===== config.mk =====
export PLATFORM = sky130hd
export DESIGN_NAME = desk_lift_position_controller
export DESIGN_NICKNAME = d
export VERILOG_FILES = /design/src/hdl/dlpc_pkg.sv /design/src/hdl/dlpc_cfg.sv /design/src/hdl/dlpc_core.sv /design/src/hdl/desk_lift_position_controller.sv
export SDC_FILE = /design/constraint.sdc
export NUM_CORES = 1
export LEC_CHECK = 0
export BUFFER_PORTS_ARGS = -buffer_cell sky130_fd_sc_hd__buf_2
export CAP_MARGIN = 20
export CORE_UTILIZATION = 41
export DETAILED_ROUTE_END_ITERATION = 16
export PLACE_DENSITY_LB_ADDON = 0.3
export SLEW_MARGIN = 30
export SYNTH_ARGS = -nofsm -noshare
export SYNTH_HDL_FRONTEND = slang
export SYNTH_SLANG_ARGS = --single-unit
export TNS_END_PERCENT = 5

===== constraint.sdc =====
create_clock -name clk -period 5.65 [get_ports clk]
set_input_delay 1.13 -clock clk [delete_from_list [all_inputs] [get_ports clk]]
set_output_delay 1.13 -clock clk [all_outputs]
set_load 0.005 [all_outputs]

===== src/hdl/dlpc_pkg.sv =====
package dlpc_pkg;

  // input item modes
  localparam logic [1:0] MODE_FRAME = 2'd0;
  localparam logic [1:0] MODE_CMD   = 2'd1;
  localparam logic [1:0] MODE_POLL  = 2'd2;
  localparam logic [1:0] MODE_READ  = 2'd3;

  // host commands
  localparam logic [3:0] CMD_NOOP      = 4'd0;
  localparam logic [3:0] CMD_STOP      = 4'd1;
  localparam logic [3:0] CMD_UP        = 4'd2;
  localparam logic [3:0] CMD_DOWN      = 4'd3;
  localparam logic [3:0] CMD_SEEK_UP   = 4'd4;
  localparam logic [3:0] CMD_SEEK_DOWN = 4'd5;
  localparam logic [3:0] CMD_SEL_POS   = 4'd6;
  localparam logic [3:0] CMD_SEL_MOT   = 4'd7;
  localparam logic [3:0] CMD_SAVE_DOWN = 4'd8;
  localparam logic [3:0] CMD_SAVE_UP   = 4'd9;

  // motion codes seen on the bus
  localparam logic [7:0] MOT_STOP = 8'd252;
  localparam logic [7:0] MOT_UP   = 8'd134;
  localparam logic [7:0] MOT_DOWN = 8'd133;

  // configuration register indexes
  localparam int unsigned CfgIdxW = 8;
  localparam logic [CfgIdxW-1:0] REG_FRAME_ID  = 8'd0;
  localparam logic [CfgIdxW-1:0] REG_LOWER     = 8'd1;
  localparam logic [CfgIdxW-1:0] REG_UPPER     = 8'd2;
  localparam logic [CfgIdxW-1:0] REG_WINDOW    = 8'd3;

  typedef enum logic [1:0] {
    SEEK_NONE = 2'd0,
    SEEK_UP   = 2'd1,
    SEEK_DOWN = 2'd2
  } seek_t;

  typedef enum logic [1:0] {
    SEL_NONE = 2'd0,
    SEL_POS  = 2'd1,
    SEL_MOT  = 2'd2
  } sel_t;

  typedef struct packed {
    logic [1:0]  mode;
    logic [7:0]  frame_id;
    logic [15:0] frame_position;
    logic [7:0]  frame_motion;
    logic [3:0]  host_command;
  } in_item_t;

  typedef struct packed {
    logic        up_pin;
    logic        down_pin;
    logic        read_valid;
    logic [15:0] read_data;
    logic        save_write;
    logic        save_slot;
    logic [15:0] save_value;
  } out_item_t;

  typedef struct packed {
    logic [7:0]  frame_id_match;
    logic [15:0] lower_limit;
    logic [15:0] upper_limit;
    logic [7:0]  arrive_window;
  } cfg_regs_t;

endpackage


===== src/hdl/dlpc_cfg.sv =====
module dlpc_cfg
  import dlpc_pkg::*;
(
  input  logic               clk,
  input  logic               rst_n,
  input  logic               cfg_valid,
  output logic               cfg_ready,
  input  logic [CfgIdxW-1:0] cfg_index,
  input  logic [15:0]        cfg_data,
  output cfg_regs_t          regs
);

  cfg_regs_t regs_r;
  cfg_regs_t regs_nxt;

  assign cfg_ready = 1'b1;
  assign regs      = regs_r;

  always_comb begin
    regs_nxt = regs_r;
    if (cfg_valid) begin
      case (cfg_index)
        REG_FRAME_ID: regs_nxt.frame_id_match = cfg_data[7:0];
        REG_LOWER:    regs_nxt.lower_limit    = cfg_data;
        REG_UPPER:    regs_nxt.upper_limit    = cfg_data;
        REG_WINDOW:   regs_nxt.arrive_window  = cfg_data[7:0];
        default:      regs_nxt = regs_r; // unmapped index
      endcase
    end
  end

  always_ff @(posedge clk) begin
    if (!rst_n) begin
      regs_r.frame_id_match <= 8'd146;
      regs_r.lower_limit    <= 16'd300;
      regs_r.upper_limit    <= 16'd6300;
      regs_r.arrive_window  <= 8'd100;
    end else begin
      regs_r <= regs_nxt;
    end
  end

endmodule


===== src/hdl/dlpc_core.sv =====
module dlpc_core
  import dlpc_pkg::*;
(
  input  logic      clk,
  input  logic      rst_n,
  input  logic      item_en,
  input  in_item_t  item,
  input  cfg_regs_t regs,
  output out_item_t result
);

  logic [15:0] pos_r, pos_nxt;
  logic [7:0]  mot_r, mot_nxt;
  sel_t        sel_r, sel_nxt;
  seek_t       seek_r, seek_nxt;
  logic [15:0] pdown_r, pdown_nxt;
  logic [15:0] pup_r, pup_nxt;
  logic        up_pin_r, up_pin_nxt;
  logic        down_pin_r, down_pin_nxt;

  logic [15:0] dist_down, dist_up, dist_tgt;
  logic        near_down, near_up;
  logic        in_range;
  logic        e_hit, e_clr;

  // distances from the current position to both presets
  assign dist_down = (pos_r >= pdown_r) ? pos_r - pdown_r : pdown_r - pos_r;
  assign dist_up   = (pos_r >= pup_r)   ? pos_r - pup_r   : pup_r - pos_r;
  assign near_down = dist_down <= {8'd0, regs.arrive_window};
  assign near_up   = dist_up   <= {8'd0, regs.arrive_window};
  assign dist_tgt  = (item.host_command == CMD_SEEK_DOWN) ? dist_down : dist_up;
  assign in_range  = (pos_r > regs.lower_limit) && (pos_r < regs.upper_limit);

  // end-limit / arrival check on the given motion and seek
  function automatic logic edge_hit(input logic [7:0] mot, input seek_t seek,
                                    output logic clr);
    logic lo_hit, hi_hit;
    lo_hit = (pos_r <= regs.lower_limit) && (mot == MOT_DOWN);
    hi_hit = (pos_r >= regs.upper_limit) && (mot == MOT_UP);
    clr    = 1'b0;
    if (pos_r == 16'd0)
      return 1'b0;
    if (lo_hit || hi_hit)
      return 1'b1;
    if ((seek == SEEK_DOWN && near_down) || (seek == SEEK_UP && near_up)) begin
      clr = 1'b1;
      return 1'b1;
    end
    return 1'b0;
  endfunction

  always_comb begin
    pos_nxt      = pos_r;
    mot_nxt      = mot_r;
    sel_nxt      = sel_r;
    seek_nxt     = seek_r;
    pdown_nxt    = pdown_r;
    pup_nxt      = pup_r;
    up_pin_nxt   = up_pin_r;
    down_pin_nxt = down_pin_r;
    e_hit        = 1'b0;
    e_clr        = 1'b0;
    result       = '0;

    case (item.mode)
      MODE_FRAME: begin
        if (item.frame_id == regs.frame_id_match) begin
          if (item.frame_position != pos_r && item.frame_position != 16'd0)
            pos_nxt = item.frame_position;
          if (item.frame_motion == MOT_STOP || item.frame_motion == MOT_UP ||
              item.frame_motion == MOT_DOWN)
            mot_nxt = item.frame_motion;
        end
      end
      MODE_CMD: begin
        case (item.host_command)
          CMD_SEL_POS: sel_nxt = SEL_POS;
          CMD_SEL_MOT: sel_nxt = SEL_MOT;
          CMD_STOP:    mot_nxt = MOT_STOP;
          CMD_UP:      mot_nxt = MOT_UP;
          CMD_DOWN:    mot_nxt = MOT_DOWN;
          CMD_SAVE_DOWN, CMD_SAVE_UP: begin
            if (in_range) begin
              result.save_write = 1'b1;
              result.save_value = pos_r;
              if (item.host_command == CMD_SAVE_UP) begin
                result.save_slot = 1'b1;
                pup_nxt = pos_r;
              end else begin
                pdown_nxt = pos_r;
              end
            end
          end
          CMD_SEEK_UP, CMD_SEEK_DOWN: begin
            seek_nxt = (item.host_command == CMD_SEEK_DOWN) ? SEEK_DOWN : SEEK_UP;
            if (dist_tgt < {8'd0, regs.arrive_window})
              mot_nxt = MOT_STOP;
            else if (pos_r > ((item.host_command == CMD_SEEK_DOWN) ? pdown_r : pup_r))
              mot_nxt = MOT_DOWN;
            else
              mot_nxt = MOT_UP;
          end
          default: ; // noop and unused codes still drive below
        endcase
        // drive the pins from the updated motion code
        e_hit = edge_hit(mot_nxt, seek_nxt, e_clr);
        if (mot_nxt == MOT_STOP) begin
          up_pin_nxt   = 1'b1;
          down_pin_nxt = 1'b1;
        end else if (mot_nxt == MOT_UP || mot_nxt == MOT_DOWN) begin
          if (e_clr)
            seek_nxt = SEEK_NONE;
          if (!e_hit) begin
            up_pin_nxt   = (mot_nxt != MOT_UP);
            down_pin_nxt = (mot_nxt != MOT_DOWN);
          end
        end
      end
      MODE_POLL: begin
        e_hit = edge_hit(mot_r, seek_r, e_clr);
        if (e_hit) begin
          up_pin_nxt   = 1'b1;
          down_pin_nxt = 1'b1;
          mot_nxt      = MOT_STOP;
        end
        if (e_clr)
          seek_nxt = SEEK_NONE;
      end
      MODE_READ: begin
        if (sel_r == SEL_POS) begin
          result.read_valid = 1'b1;
          result.read_data  = pos_r;
        end else if (sel_r == SEL_MOT) begin
          result.read_valid = 1'b1;
          result.read_data  = {8'd0, mot_r};
        end
      end
      default: ;
    endcase

    result.up_pin   = up_pin_nxt;
    result.down_pin = down_pin_nxt;
  end

  always_ff @(posedge clk) begin
    if (!rst_n) begin
      pos_r      <= '0;
      mot_r      <= '0;
      sel_r      <= SEL_NONE;
      seek_r     <= SEEK_NONE;
      pdown_r    <= '0;
      pup_r      <= '0;
      up_pin_r   <= 1'b1;
      down_pin_r <= 1'b1;
    end else if (item_en) begin
      pos_r      <= pos_nxt;
      mot_r      <= mot_nxt;
      sel_r      <= sel_nxt;
      seek_r     <= seek_nxt;
      pdown_r    <= pdown_nxt;
      pup_r      <= pup_nxt;
      up_pin_r   <= up_pin_nxt;
      down_pin_r <= down_pin_nxt;
    end
  end

endmodule


===== src/hdl/desk_lift_position_controller.sv =====
// channel | direction | handshake             | payload
// in_     | input     | in_valid / in_stall   | in_data (in_item_t)
// out_    | output    | out_valid / out_stall | out_data (out_item_t)
// cfg_    | input     | cfg_valid / cfg_ready | cfg_index, cfg_data
//
// one item per cycle while out_stall is low; each item sees two register stages
// (input register, then result register): an accepted item is held in the input
// register, then moves on into the result register, which drives out_
// the single-pass update in dlpc_core sets the rate: all state for one item is
// computed combinationally between the input register and the result register
// synchronous active-low reset: presets and position zero, pins both high,
// limits and frame id to their defaults
// out_stall holds the result register; the input register keeps accepting
// until it is full, then in_stall rises
module desk_lift_position_controller
  import dlpc_pkg::*;
(
  input  logic               clk,
  input  logic               rst_n,
  input  logic               in_valid,
  output logic               in_stall,
  input  in_item_t           in_data,
  output logic               out_valid,
  input  logic               out_stall,
  output out_item_t          out_data,
  input  logic               cfg_valid,
  output logic               cfg_ready,
  input  logic [CfgIdxW-1:0] cfg_index,
  input  logic [15:0]        cfg_data
);

  // input register
  logic      in_valid_r, in_valid_nxt;
  in_item_t  in_r;

  // result register
  logic      out_valid_r, out_valid_nxt;
  out_item_t out_r;

  cfg_regs_t regs;
  out_item_t result;
  logic      advance;
  logic      in_accept;

  // config registers, to be written only while idle; dlpc_cfg itself does not enforce it
  dlpc_cfg u_cfg (
    .clk       (clk),
    .rst_n     (rst_n),
    .cfg_valid (cfg_valid),
    .cfg_ready (cfg_ready),
    .cfg_index (cfg_index),
    .cfg_data  (cfg_data),
    .regs      (regs)
  );

  // state update and result for the item in the input register
  dlpc_core u_core (
    .clk     (clk),
    .rst_n   (rst_n),
    .item_en (advance),
    .item    (in_r),
    .regs    (regs),
    .result  (result)
  );

  // item moves on when the result register is empty or being drained
  assign advance   = in_valid_r && (!out_valid_r || !out_stall);
  assign in_stall  = in_valid_r && !advance;
  assign in_accept = in_valid && !in_stall;

  assign in_valid_nxt  = in_accept || (in_valid_r && !advance);
  assign out_valid_nxt = advance || (out_valid_r && out_stall);

  always_ff @(posedge clk) begin
    if (!rst_n) begin
      in_valid_r  <= 1'b0;
      out_valid_r <= 1'b0;
    end else begin
      in_valid_r  <= in_valid_nxt;
      out_valid_r <= out_valid_nxt;
    end
  end

  // payload registers, no reset
  always_ff @(posedge clk) begin
    if (in_accept)
      in_r <= in_data;
    if (advance)
      out_r <= result;
  end

  assign out_valid = out_valid_r;
  assign out_data  = out_r;

  // the drive never pulls both pins low
  a_pins_exclusive: assert property (@(posedge clk) disable iff (!rst_n)
    out_valid_r |-> (out_r.up_pin || out_r.down_pin))
    else $error("both drive pins low");

  // one item never both reads and saves
  a_read_save: assert property (@(posedge clk) disable iff (!rst_n)
    out_valid_r |-> !(out_r.read_valid && out_r.save_write))
    else $error("read and save in one transaction");

  // input stalls only behind a held result
  a_stall_cause: assert property (@(posedge clk) disable iff (!rst_n)
    in_stall |-> (out_valid_r && out_stall && in_valid_r))
    else $error("input stalled without a held result");

  // an advancing item always lands in the result register
  a_advance_lands: assert property (@(posedge clk) disable iff (!rst_n)
    advance |=> out_valid_r)
    else $error("processed item lost");

endmodule

Word level (Yosys, flattened, before mapping)
Index checks and enable logic that the tools add are counted.
{"block": "totals", "latchBits": 0, "mem_bits_ro": 0, "regBits": 187, "mem_bits_rw": 0, "mem_count": 0}
{"block": "classes", "n_bitwise": 1, "add_sub_neg": 4, "n_reduce_logical": 49, "div": 0, "n_mux": 71, "shift": 0, "n_lt_le_gt_ge": 10, "eq_ne": 37, "n_mul": 0}
{"cell": "8-bit equality test, second input constant", "count": 8}
{"cell": "16-bit 2-to-1 mux", "count": 4}
{"cell": "16-bit subtractor", "count": 4}
{"cell": "16-bit >= comparator", "count": 3}
{"cell": "1-bit 2-to-1 mux", "count": 45}
{"cell": "8-bit 2-to-1 mux", "count": 5}
{"cell": "17-bit 2-to-1 mux", "count": 2}
{"cell": "16-bit > comparator", "count": 2}
{"cell": "16-bit by 8-bit less-or-equal comparator with 1-bit output", "count": 2}
{"cell": "8-bit one-hot mux with 4 select lines", "count": 1}
{"cell": "8-bit one-hot mux with 3 select lines", "count": 1}
{"cell": "18-bit 2-to-1 mux", "count": 1}
{"cell": "4-bit by 3-bit equality test with 1-bit output, second input constant", "count": 4}
{"cell": "8-bit by 2-bit equality test with 1-bit output, second input constant", "count": 2}
{"cell": "16-bit less-or-equal comparator", "count": 1}
{"cell": "16-bit zero test", "count": 1}
{"cell": "16-bit less-than comparator", "count": 1}
{"cell": "16-bit by 8-bit less-than comparator with 1-bit output", "count": 1}
{"cell": "2-bit 2-to-1 mux", "count": 8}
{"cell": "16-bit inequality test", "count": 1}
{"cell": "8-bit inequality test, second input constant", "count": 2}
{"cell": "16-bit nonzero test", "count": 1}
{"cell": "5-bit AND reduction", "count": 3}
{"cell": "1-bit logical AND", "count": 14}
{"cell": "other kinds (21)", "count": 55}

Logic depth before layout (Yosys ltp)
{"block": "logic_depth", "depth_word": 24, "ltp_mapped": 26}

Modules after synthesis
A second synthesis with hierarchy kept.
{"block": "hier_totals", "cells_unflattened": 1575, "area_unflattened_um2": 13784.5}
{"mod": "dlpc_core", "area_per_inst_um2": 9490.4, "cells_per_inst": 1301, "n_inst": 1}
{"mod": "desk_lift_position_controller", "area_per_inst_um2": 2336.0, "cells_per_inst": 83, "n_inst": 1}
{"mod": "dlpc_cfg", "area_per_inst_um2": 1958.1, "cells_per_inst": 191, "n_inst": 1}

Least setup slack after synthesis
Ideal clock, no wire load.
{"block": "synth_timing", "kind": "reg-to-reg", "from": "register u_core.pos_r[0]", "to": "register u_core.seek_r[0]", "slack_ns": 0.443, "period_less_slack_ns": 5.207, "t_required_ns": 5.536, "arrival_time_ns": 5.093, "path_stages_with_launch": 25, "path_buffers": 2, "path_cell_list": "dfxtp_1 -> clkbuf_1 -> inv_1 -> ha_1 -> inv_1 -> fa_1 -> a21o_1 -> a21oi_1 -> a2111o_1 -> nand2_2 -> buf_1 -> mux2_2 -> ha_1 -> nor2b_1 -> o21a_1 -> o21ai_0 -> a21oi_1 -> o21ai_0 -> a22oi_1 -> or3_1 -> or3_1 -> a2111oi_2 -> a21o_1 -> o21ba_2 -> a21o_1"}
{"block": "synth_via", "elab_chain_cells": 20, "elab_cells_between_ends": 59}
{"element": "from (decl)", "line_no": "dlpc_core.sv:12", "rtl": "logic [15:0] pos_r, pos_nxt;"}
{"element": "from (signal assigned)", "line_no": "dlpc_core.sv:156", "rtl": "pos_r <= pos_nxt;"}
{"element": "16-bit subtractor (tied with other cells)", "line_no": "dlpc_core.sv:28", "rtl": "assign dist_up = (pos_r >= pup_r) ? pos_r - pup_r : pup_r - pos_r;"}
{"element": "16-bit 2-to-1 mux (on tied branches)", "line_no": "dlpc_core.sv:28, dlpc_core.sv:27"}
{"element": "16-bit 2-to-1 mux", "line_no": "dlpc_core.sv:31", "rtl": "assign dist_tgt = (item.host_command == CMD_SEEK_DOWN) ? dist_down : dist_up;"}
{"element": "16-bit by 8-bit less-than comparator with 1-bit output", "line_no": "dlpc_core.sv:96", "rtl": "if (dist_tgt < {8'd0, regs.arrive_window})"}
{"element": "8-bit 2-to-1 mux", "line_no": "dlpc_core.sv:96"}
{"element": "8-bit one-hot mux with 4 select lines", "line_no": "dlpc_core.sv:76", "rtl": "case (item.host_command)"}
{"element": "8-bit 2-to-1 mux", "line_no": "dlpc_core.sv:65", "rtl": "case (item.mode)"}
{"element": "8-bit equality test (on tied branches)", "line_no": "dlpc_core.sv:38, dlpc_core.sv:110, dlpc_core.sv:39"}
{"element": "[... 4 more ...]"}
{"element": "1-bit 2-to-1 mux", "line_no": "dlpc_core.sv:65"}
{"element": "1-bit 2-to-1 mux", "line_no": "dlpc_core.sv:45", "rtl": "if ((seek == SEEK_DOWN && near_down) || (seek == SEEK_UP && near_up)) begin"}
{"element": "1-bit 2-to-1 mux", "line_no": "dlpc_core.sv:43", "rtl": "if (lo_hit || hi_hit)"}
{"element": "1-bit 2-to-1 mux", "line_no": "dlpc_core.sv:65"}
{"element": "2-bit 2-to-1 mux", "line_no": "dlpc_core.sv:111", "rtl": "if (e_clr)"}
{"element": "2-bit 2-to-1 mux", "line_no": "dlpc_core.sv:110", "rtl": "end else if (mot_nxt == MOT_UP || mot_nxt == MOT_DOWN) begin"}
{"element": "2-bit 2-to-1 mux", "line_no": "dlpc_core.sv:107", "rtl": "if (mot_nxt == MOT_STOP) begin"}
{"element": "2-bit one-hot mux with 2 select lines", "line_no": "dlpc_core.sv:65"}
{"element": "to (signal assigned)", "line_no": "dlpc_core.sv:159", "rtl": "seek_r <= seek_nxt;"}
{"element": "to (decl)", "line_no": "dlpc_core.sv:15", "rtl": "seek_t seek_r, seek_nxt;"}
Several ways; a longest one is shown, not always the timed one. The select of a mux whose other input is x is not followed.
A chain may end at the register's enable or synchronous reset.

Final worst setup path
{"block": "layout_timing", "from": "register u_core.pos_r[5]", "to": "register out_r, in the netlist out_data[35] (data pin)"}
{"block": "layout_via", "elab_chain_cells": 20, "elab_cells_between_ends": 71}
{"element": "16-bit subtractor (tied with other cells)", "line_no": "dlpc_core.sv:28"}
{"element": "16-bit 2-to-1 mux (on tied branches)", "line_no": "dlpc_core.sv:28, dlpc_core.sv:27"}
{"element": "16-bit 2-to-1 mux", "line_no": "dlpc_core.sv:31"}
{"element": "16-bit by 8-bit less-than comparator with 1-bit output", "line_no": "dlpc_core.sv:96"}
{"element": "8-bit 2-to-1 mux", "line_no": "dlpc_core.sv:96"}
{"element": "8-bit one-hot mux with 4 select lines", "line_no": "dlpc_core.sv:76"}
{"element": "8-bit 2-to-1 mux", "line_no": "dlpc_core.sv:65"}
{"element": "8-bit equality test (on tied branches)", "line_no": "dlpc_core.sv:38, dlpc_core.sv:110, dlpc_core.sv:39"}
{"element": "[... 5 more ...]"}
{"element": "1-bit 2-to-1 mux", "line_no": "dlpc_core.sv:45"}
{"element": "1-bit 2-to-1 mux", "line_no": "dlpc_core.sv:43"}
{"element": "1-bit 2-to-1 mux", "line_no": "dlpc_core.sv:65"}
{"element": "1-bit 2-to-1 mux", "line_no": "dlpc_core.sv:113", "rtl": "if (!e_hit) begin"}
{"element": "1-bit 2-to-1 mux", "line_no": "dlpc_core.sv:110"}
{"element": "1-bit 2-to-1 mux", "line_no": "dlpc_core.sv:107"}
{"element": "1-bit one-hot mux with 2 select lines (*)", "line_no": "dlpc_core.sv:65"}
{"element": "via u_core.down_pin_nxt", "line_no": "dlpc_core.sv:19", "rtl": "logic down_pin_r, down_pin_nxt;"}
{"element": "to (signal assigned)", "line_no": "desk_lift_position_controller.sv:89", "rtl": "out_r <= result;"}
{"element": "to (decl)", "line_no": "desk_lift_position_controller.sv:38", "rtl": "out_item_t out_r;"}
Mark *: on every way through the listed nets, which the timed path passes. The rest lies on a longest branch. The select of a mux whose other input is x is not followed.

==> results_dict.tcl <==
set metrics [dict create \
    status "finished, final reports clean" \
    die_width_um 182.4 \
    final_antenna_net_count 0 \
    wl_met1_um 17900 \
    final.setup.tns_ns 0 \
    fin_nets 1792 \
    grt_pass1_wl_um 60750 \
    synth_nets 1710 \
    power_leakage_nw 6.355 \
    period_needed_ns 5.396 \
    syn-instance-count 1500 \
    vias 11259 \
    track_usage_pct 23.57 \
    met3_wirelength_um 1608 \
    clock_sinks 187 \
    reg2reg_setup_slack_ns 0.25 \
    finalCritPeriodShare_pct 95.51 \
    ys_types 85 \
    worstReg2RegStart "u_core.pos_r[5]" \
    clock_skew_ns 0.01039 \
    critPathBufInv 1 \
    clockRootBuffer "clkbuf_16" \
    tightest_slew_ns 0.8451 \
    routed.top_layer "met4" \
    area_delta_synth_final_pct 12.52 \
    setup_violations 0 \
    row_count 65 \
    gp_routability_congestion 1.003 \
    viasPerCell 5.546 \
    ff2ff_path_depth 20 \
    async_flop_share_pct 0 \
    grt_pass1_vias 10921 \
    drt_first_pass_iters 6 \
    clock_latency_ns 0.45 \
    cp.required_ns 5.84 \
    die_h_um 182.4 \
    drc_errors 0 \
    start_util_pct 41.94 \
    worstPathMaxFanout 12 \
    crit_chain "buf_4 > ha_1 > nand4_4 > nor4_4 > a211o_1 > nor2_4 > and3_1 > a31o_2 > o21ai_0 > xor2_1 > ha_1 > nand3_1 > o21bai_1 > a22oi_2 > nor2_1 > nand4_1 > nand4_1 > a2111o_1 > o221ai_1 > o21ai_0" \
    synth_top_area_share_pct 16.89 \
    overflow 0 \
    hpwl_um 30270 \
    drv_cap 0 \
    hold_depth 2 \
    worst-path-stages 20 \
    numPortBuffers 105 \
    clockBufferDepth 2 \
    met2_length_um 18110 \
    hold_class "flop to flop" \
    arrival_ns 5.59 \
    yosys_register_bits 187 \
    die_area_mm2 0.03325 \
    hold_end "u_cfg.regs[16]" \
    yosysWarnings 0 \
    antenna_found_initial 0 \
    antenna_cells 0 \
    drv_slew 0 \
    clock.fmax_mhz 185.3 \
    ios 107 \
    synth_area_per_cell_um2 8.891 \
    hold_viol 0 \
    path_clk_slew_ns 0.07 \
    rsz0062_at_grt "no" \
    tritoncts "built" \
    r2r_end "out_data[35]" \
    core_mm2 0.03180 \
    ys.flop_type "dfxtp_1" \
    synth_area_leaders "edfxtp_1, dfxtp_1, ha_1, mux2i_1, nand2_1" \
    ir_drop_mv 0.2359 \
    maxSlewHeadroom_pct 43.50 \
    critPathMaxStageDelay_ns 0.54 \
    path_class "flop to flop" \
    postLayoutCellArea_mm2 0.01501 \
    dpl_cell_area_mm2 0.01437 \
    synth-edff-count 75 \
    ys_seq_area_share_pct 33.70 \
    p_per_area_mw_per_mm2 189.0 \
    drt_wl_total_um 38740 \
    numCtsBuffers 17 \
    hold_start "u_cfg.regs[16]" \
    slowest_stage "ha_1" \
    crit_family "compound AO/OA/AOI/OAI gates" \
    wire_per_inst_um 19.08 \
    drtIter0Drc 1008 \
    drive_above_1_share_pct 13.98 \
    grt_max_degree 83 \
    endpoint_kind "flop" \
    htree_levels 4 \
    yosys.area.top_type "edfxtp_1" \
    startpoint_type "flop" \
    syn_area_mm2 0.01334 \
]
## layer usage
metal / track usage, % / up-vias
li1: - / 5467
met1: 31.71 / 5374
met2: 39.22 / 349
met3: 2.495 / 69
met4: 8.235 / 0
met5: 0 / -
## how the worst max path moves through the flow
| stage | startpoint | endpoint | slack [ns] |
|---|---|---|---|
| after global routing | u_core.pos_r[0] | u_core.up_pin_r | 0.03 |
| after CTS | u_core.pup_r[12] | out_data[35] | 0.12 |
| after detailed placement | u_core.pos_r[5] | out_data[35] | 0.15 |
| final | u_core.pos_r[5] | out_data[35] | 0.25 |
| after floorplan | u_core.pos_r[0] | u_core.seek_r[0] | 0.44 |
| after global placement | u_core.pup_r[12] | out_data[35] | 0.19 |
## stage by stage
step	power, mW	cells	setup slack (ns)	hold slack, ns	utilization, %
6_report	2.836	2030	0.2537	0.4671	47.19
5_1_grt	2.917	2030	0.02725	0.4920	47.19
4_1_cts	2.846	2029	0.1182	0.4721	47.08
3_5_place_dp	1.655	1997	0.1455	0.4621	45.20
3_3_place_gp	1.651	1995	0.1913	0.4570	45.04
2_1_floorplan	1.581	1500	0.4427	0.4435	-
## flip-flops by register name, indices dropped and copies added, names as in the netlist
name and count:
out_valid 1, u_core.mot_r 8, out_data 37, u_cfg.regs 48
u_core.pdown_r 16, u_core.pup_r 16, in_valid_r 1, in_r 38
u_core.pos_r 16, u_core.sel_r 2, u_core.seek_r 2, u_core.down_pin_r 1
u_core.up_pin_r 1
## where the power goes
part	total (mW)	internal [mW]	switching, mW
Sequential	1.47	1.44	0.0296
Combinational	0.160	0.0709	0.0888
Clock	1.21	0.597	0.613
Total	2.84	2.10	0.732
## worst reg2reg max path, delay by kind of cell, from the launching register on
kind	cells	cell delay (ns)
compound gates	8	2.13
simple gates	8	1.40
fa+ha+maj	2	0.75
flops	1	0.33
xor+xnor	1	0.32
buf+inv	1	0.22
## cell usage after synthesis, types with 3 or more instances
| master | count |
|---|---|
| a2111o_1 | 3 |
| a211o_1 | 3 |
| a211oi_1 | 19 |
| a21boi_0 | 30 |
| a21o_1 | 36 |
| a21oi_1 | 112 |
| a221o_1 | 3 |
| a221oi_1 | 6 |
| a22oi_1 | 3 |
| a31oi_1 | 7 |
| and2_1 | 28 |
| and3_1 | 24 |
| buf_2 | 7 |
| buf_4 | 9 |
| buf_6 | 3 |
| clkbuf_1 | 61 |
| dfxtp_1 | 112 |
| edfxtp_1 | 75 |
| fa_1 | 4 |
| ha_1 | 139 |
| inv_1 | 117 |
| mux2_2 | 10 |
| mux2i_1 | 73 |
| nand2_1 | 154 |
| nand2b_1 | 8 |
| nand3_1 | 22 |
| nand3b_1 | 3 |
| nand4_1 | 32 |
| nor2_1 | 61 |
| nor2b_1 | 69 |
| nor3_1 | 11 |
| nor4_1 | 19 |
| nor4_2 | 3 |
| o211a_1 | 4 |
| o211ai_1 | 9 |
| o21a_1 | 19 |
| o21ai_0 | 65 |
| o21ai_1 | 10 |
| o21bai_1 | 10 |
| o221a_2 | 3 |
| o221ai_1 | 4 |
| or3_1 | 6 |
| xnor2_1 | 31 |
| xor2_1 | 20 |
## cell type report
class	count	area, um^2
timing repair buffer	145	853.3
fill	3103	16790
clock inverter	15	172.7
tap	435	544.3
multi-input combinational	1113	8074
clock buffer	17	425.4
sequential	187	4494
inverter	118	442.9
## cells by family after synthesis
kind of cell             count (synthesis)  synth area share, %
AND/OR/NAND/NOR                        461                18.13
AO/OA/AOI/OAI                          374                18.71
buffers and inverters                  200                6.117
flip-flops                             187                33.70
adder cells (fa/ha/maj)                143                13.64
multiplexers                            83                6.323
XOR/XNOR                                51                3.349
other                                    1              0.02812
## cell usage in the layout (no fill, tap or decap), types with 17 or more instances in the layout
| cell type | instances |
|---|---|
| dfxtp_1 | 112 |
| o21ai_0 | 65 |
| nand2_1 | 154 |
| buf_2 | 105 |
| clkbuf_16 | 17 |
| mux2i_1 | 73 |
| a21o_1 | 36 |
| and3_1 | 24 |
| o21a_1 | 19 |
| a21boi_0 | 30 |
| buf_4 | 38 |
| a21oi_1 | 110 |
| edfxtp_1 | 75 |
| and2_1 | 28 |
| nor2_1 | 61 |
| nand4_1 | 32 |
| a211oi_1 | 19 |
| nor2b_1 | 68 |
| ha_1 | 139 |
| inv_1 | 117 |
| xor2_1 | 20 |
| nand3_1 | 22 |
| nor4_1 | 18 |
| xnor2_1 | 31 |
## what timing repair did
action                     CTS  global route
gates resized for setup      0             5
setup endpoints to repair    0             6
setup buffers                0             1
hold buffers                 0             0
(Power assumes the default switching activity.)
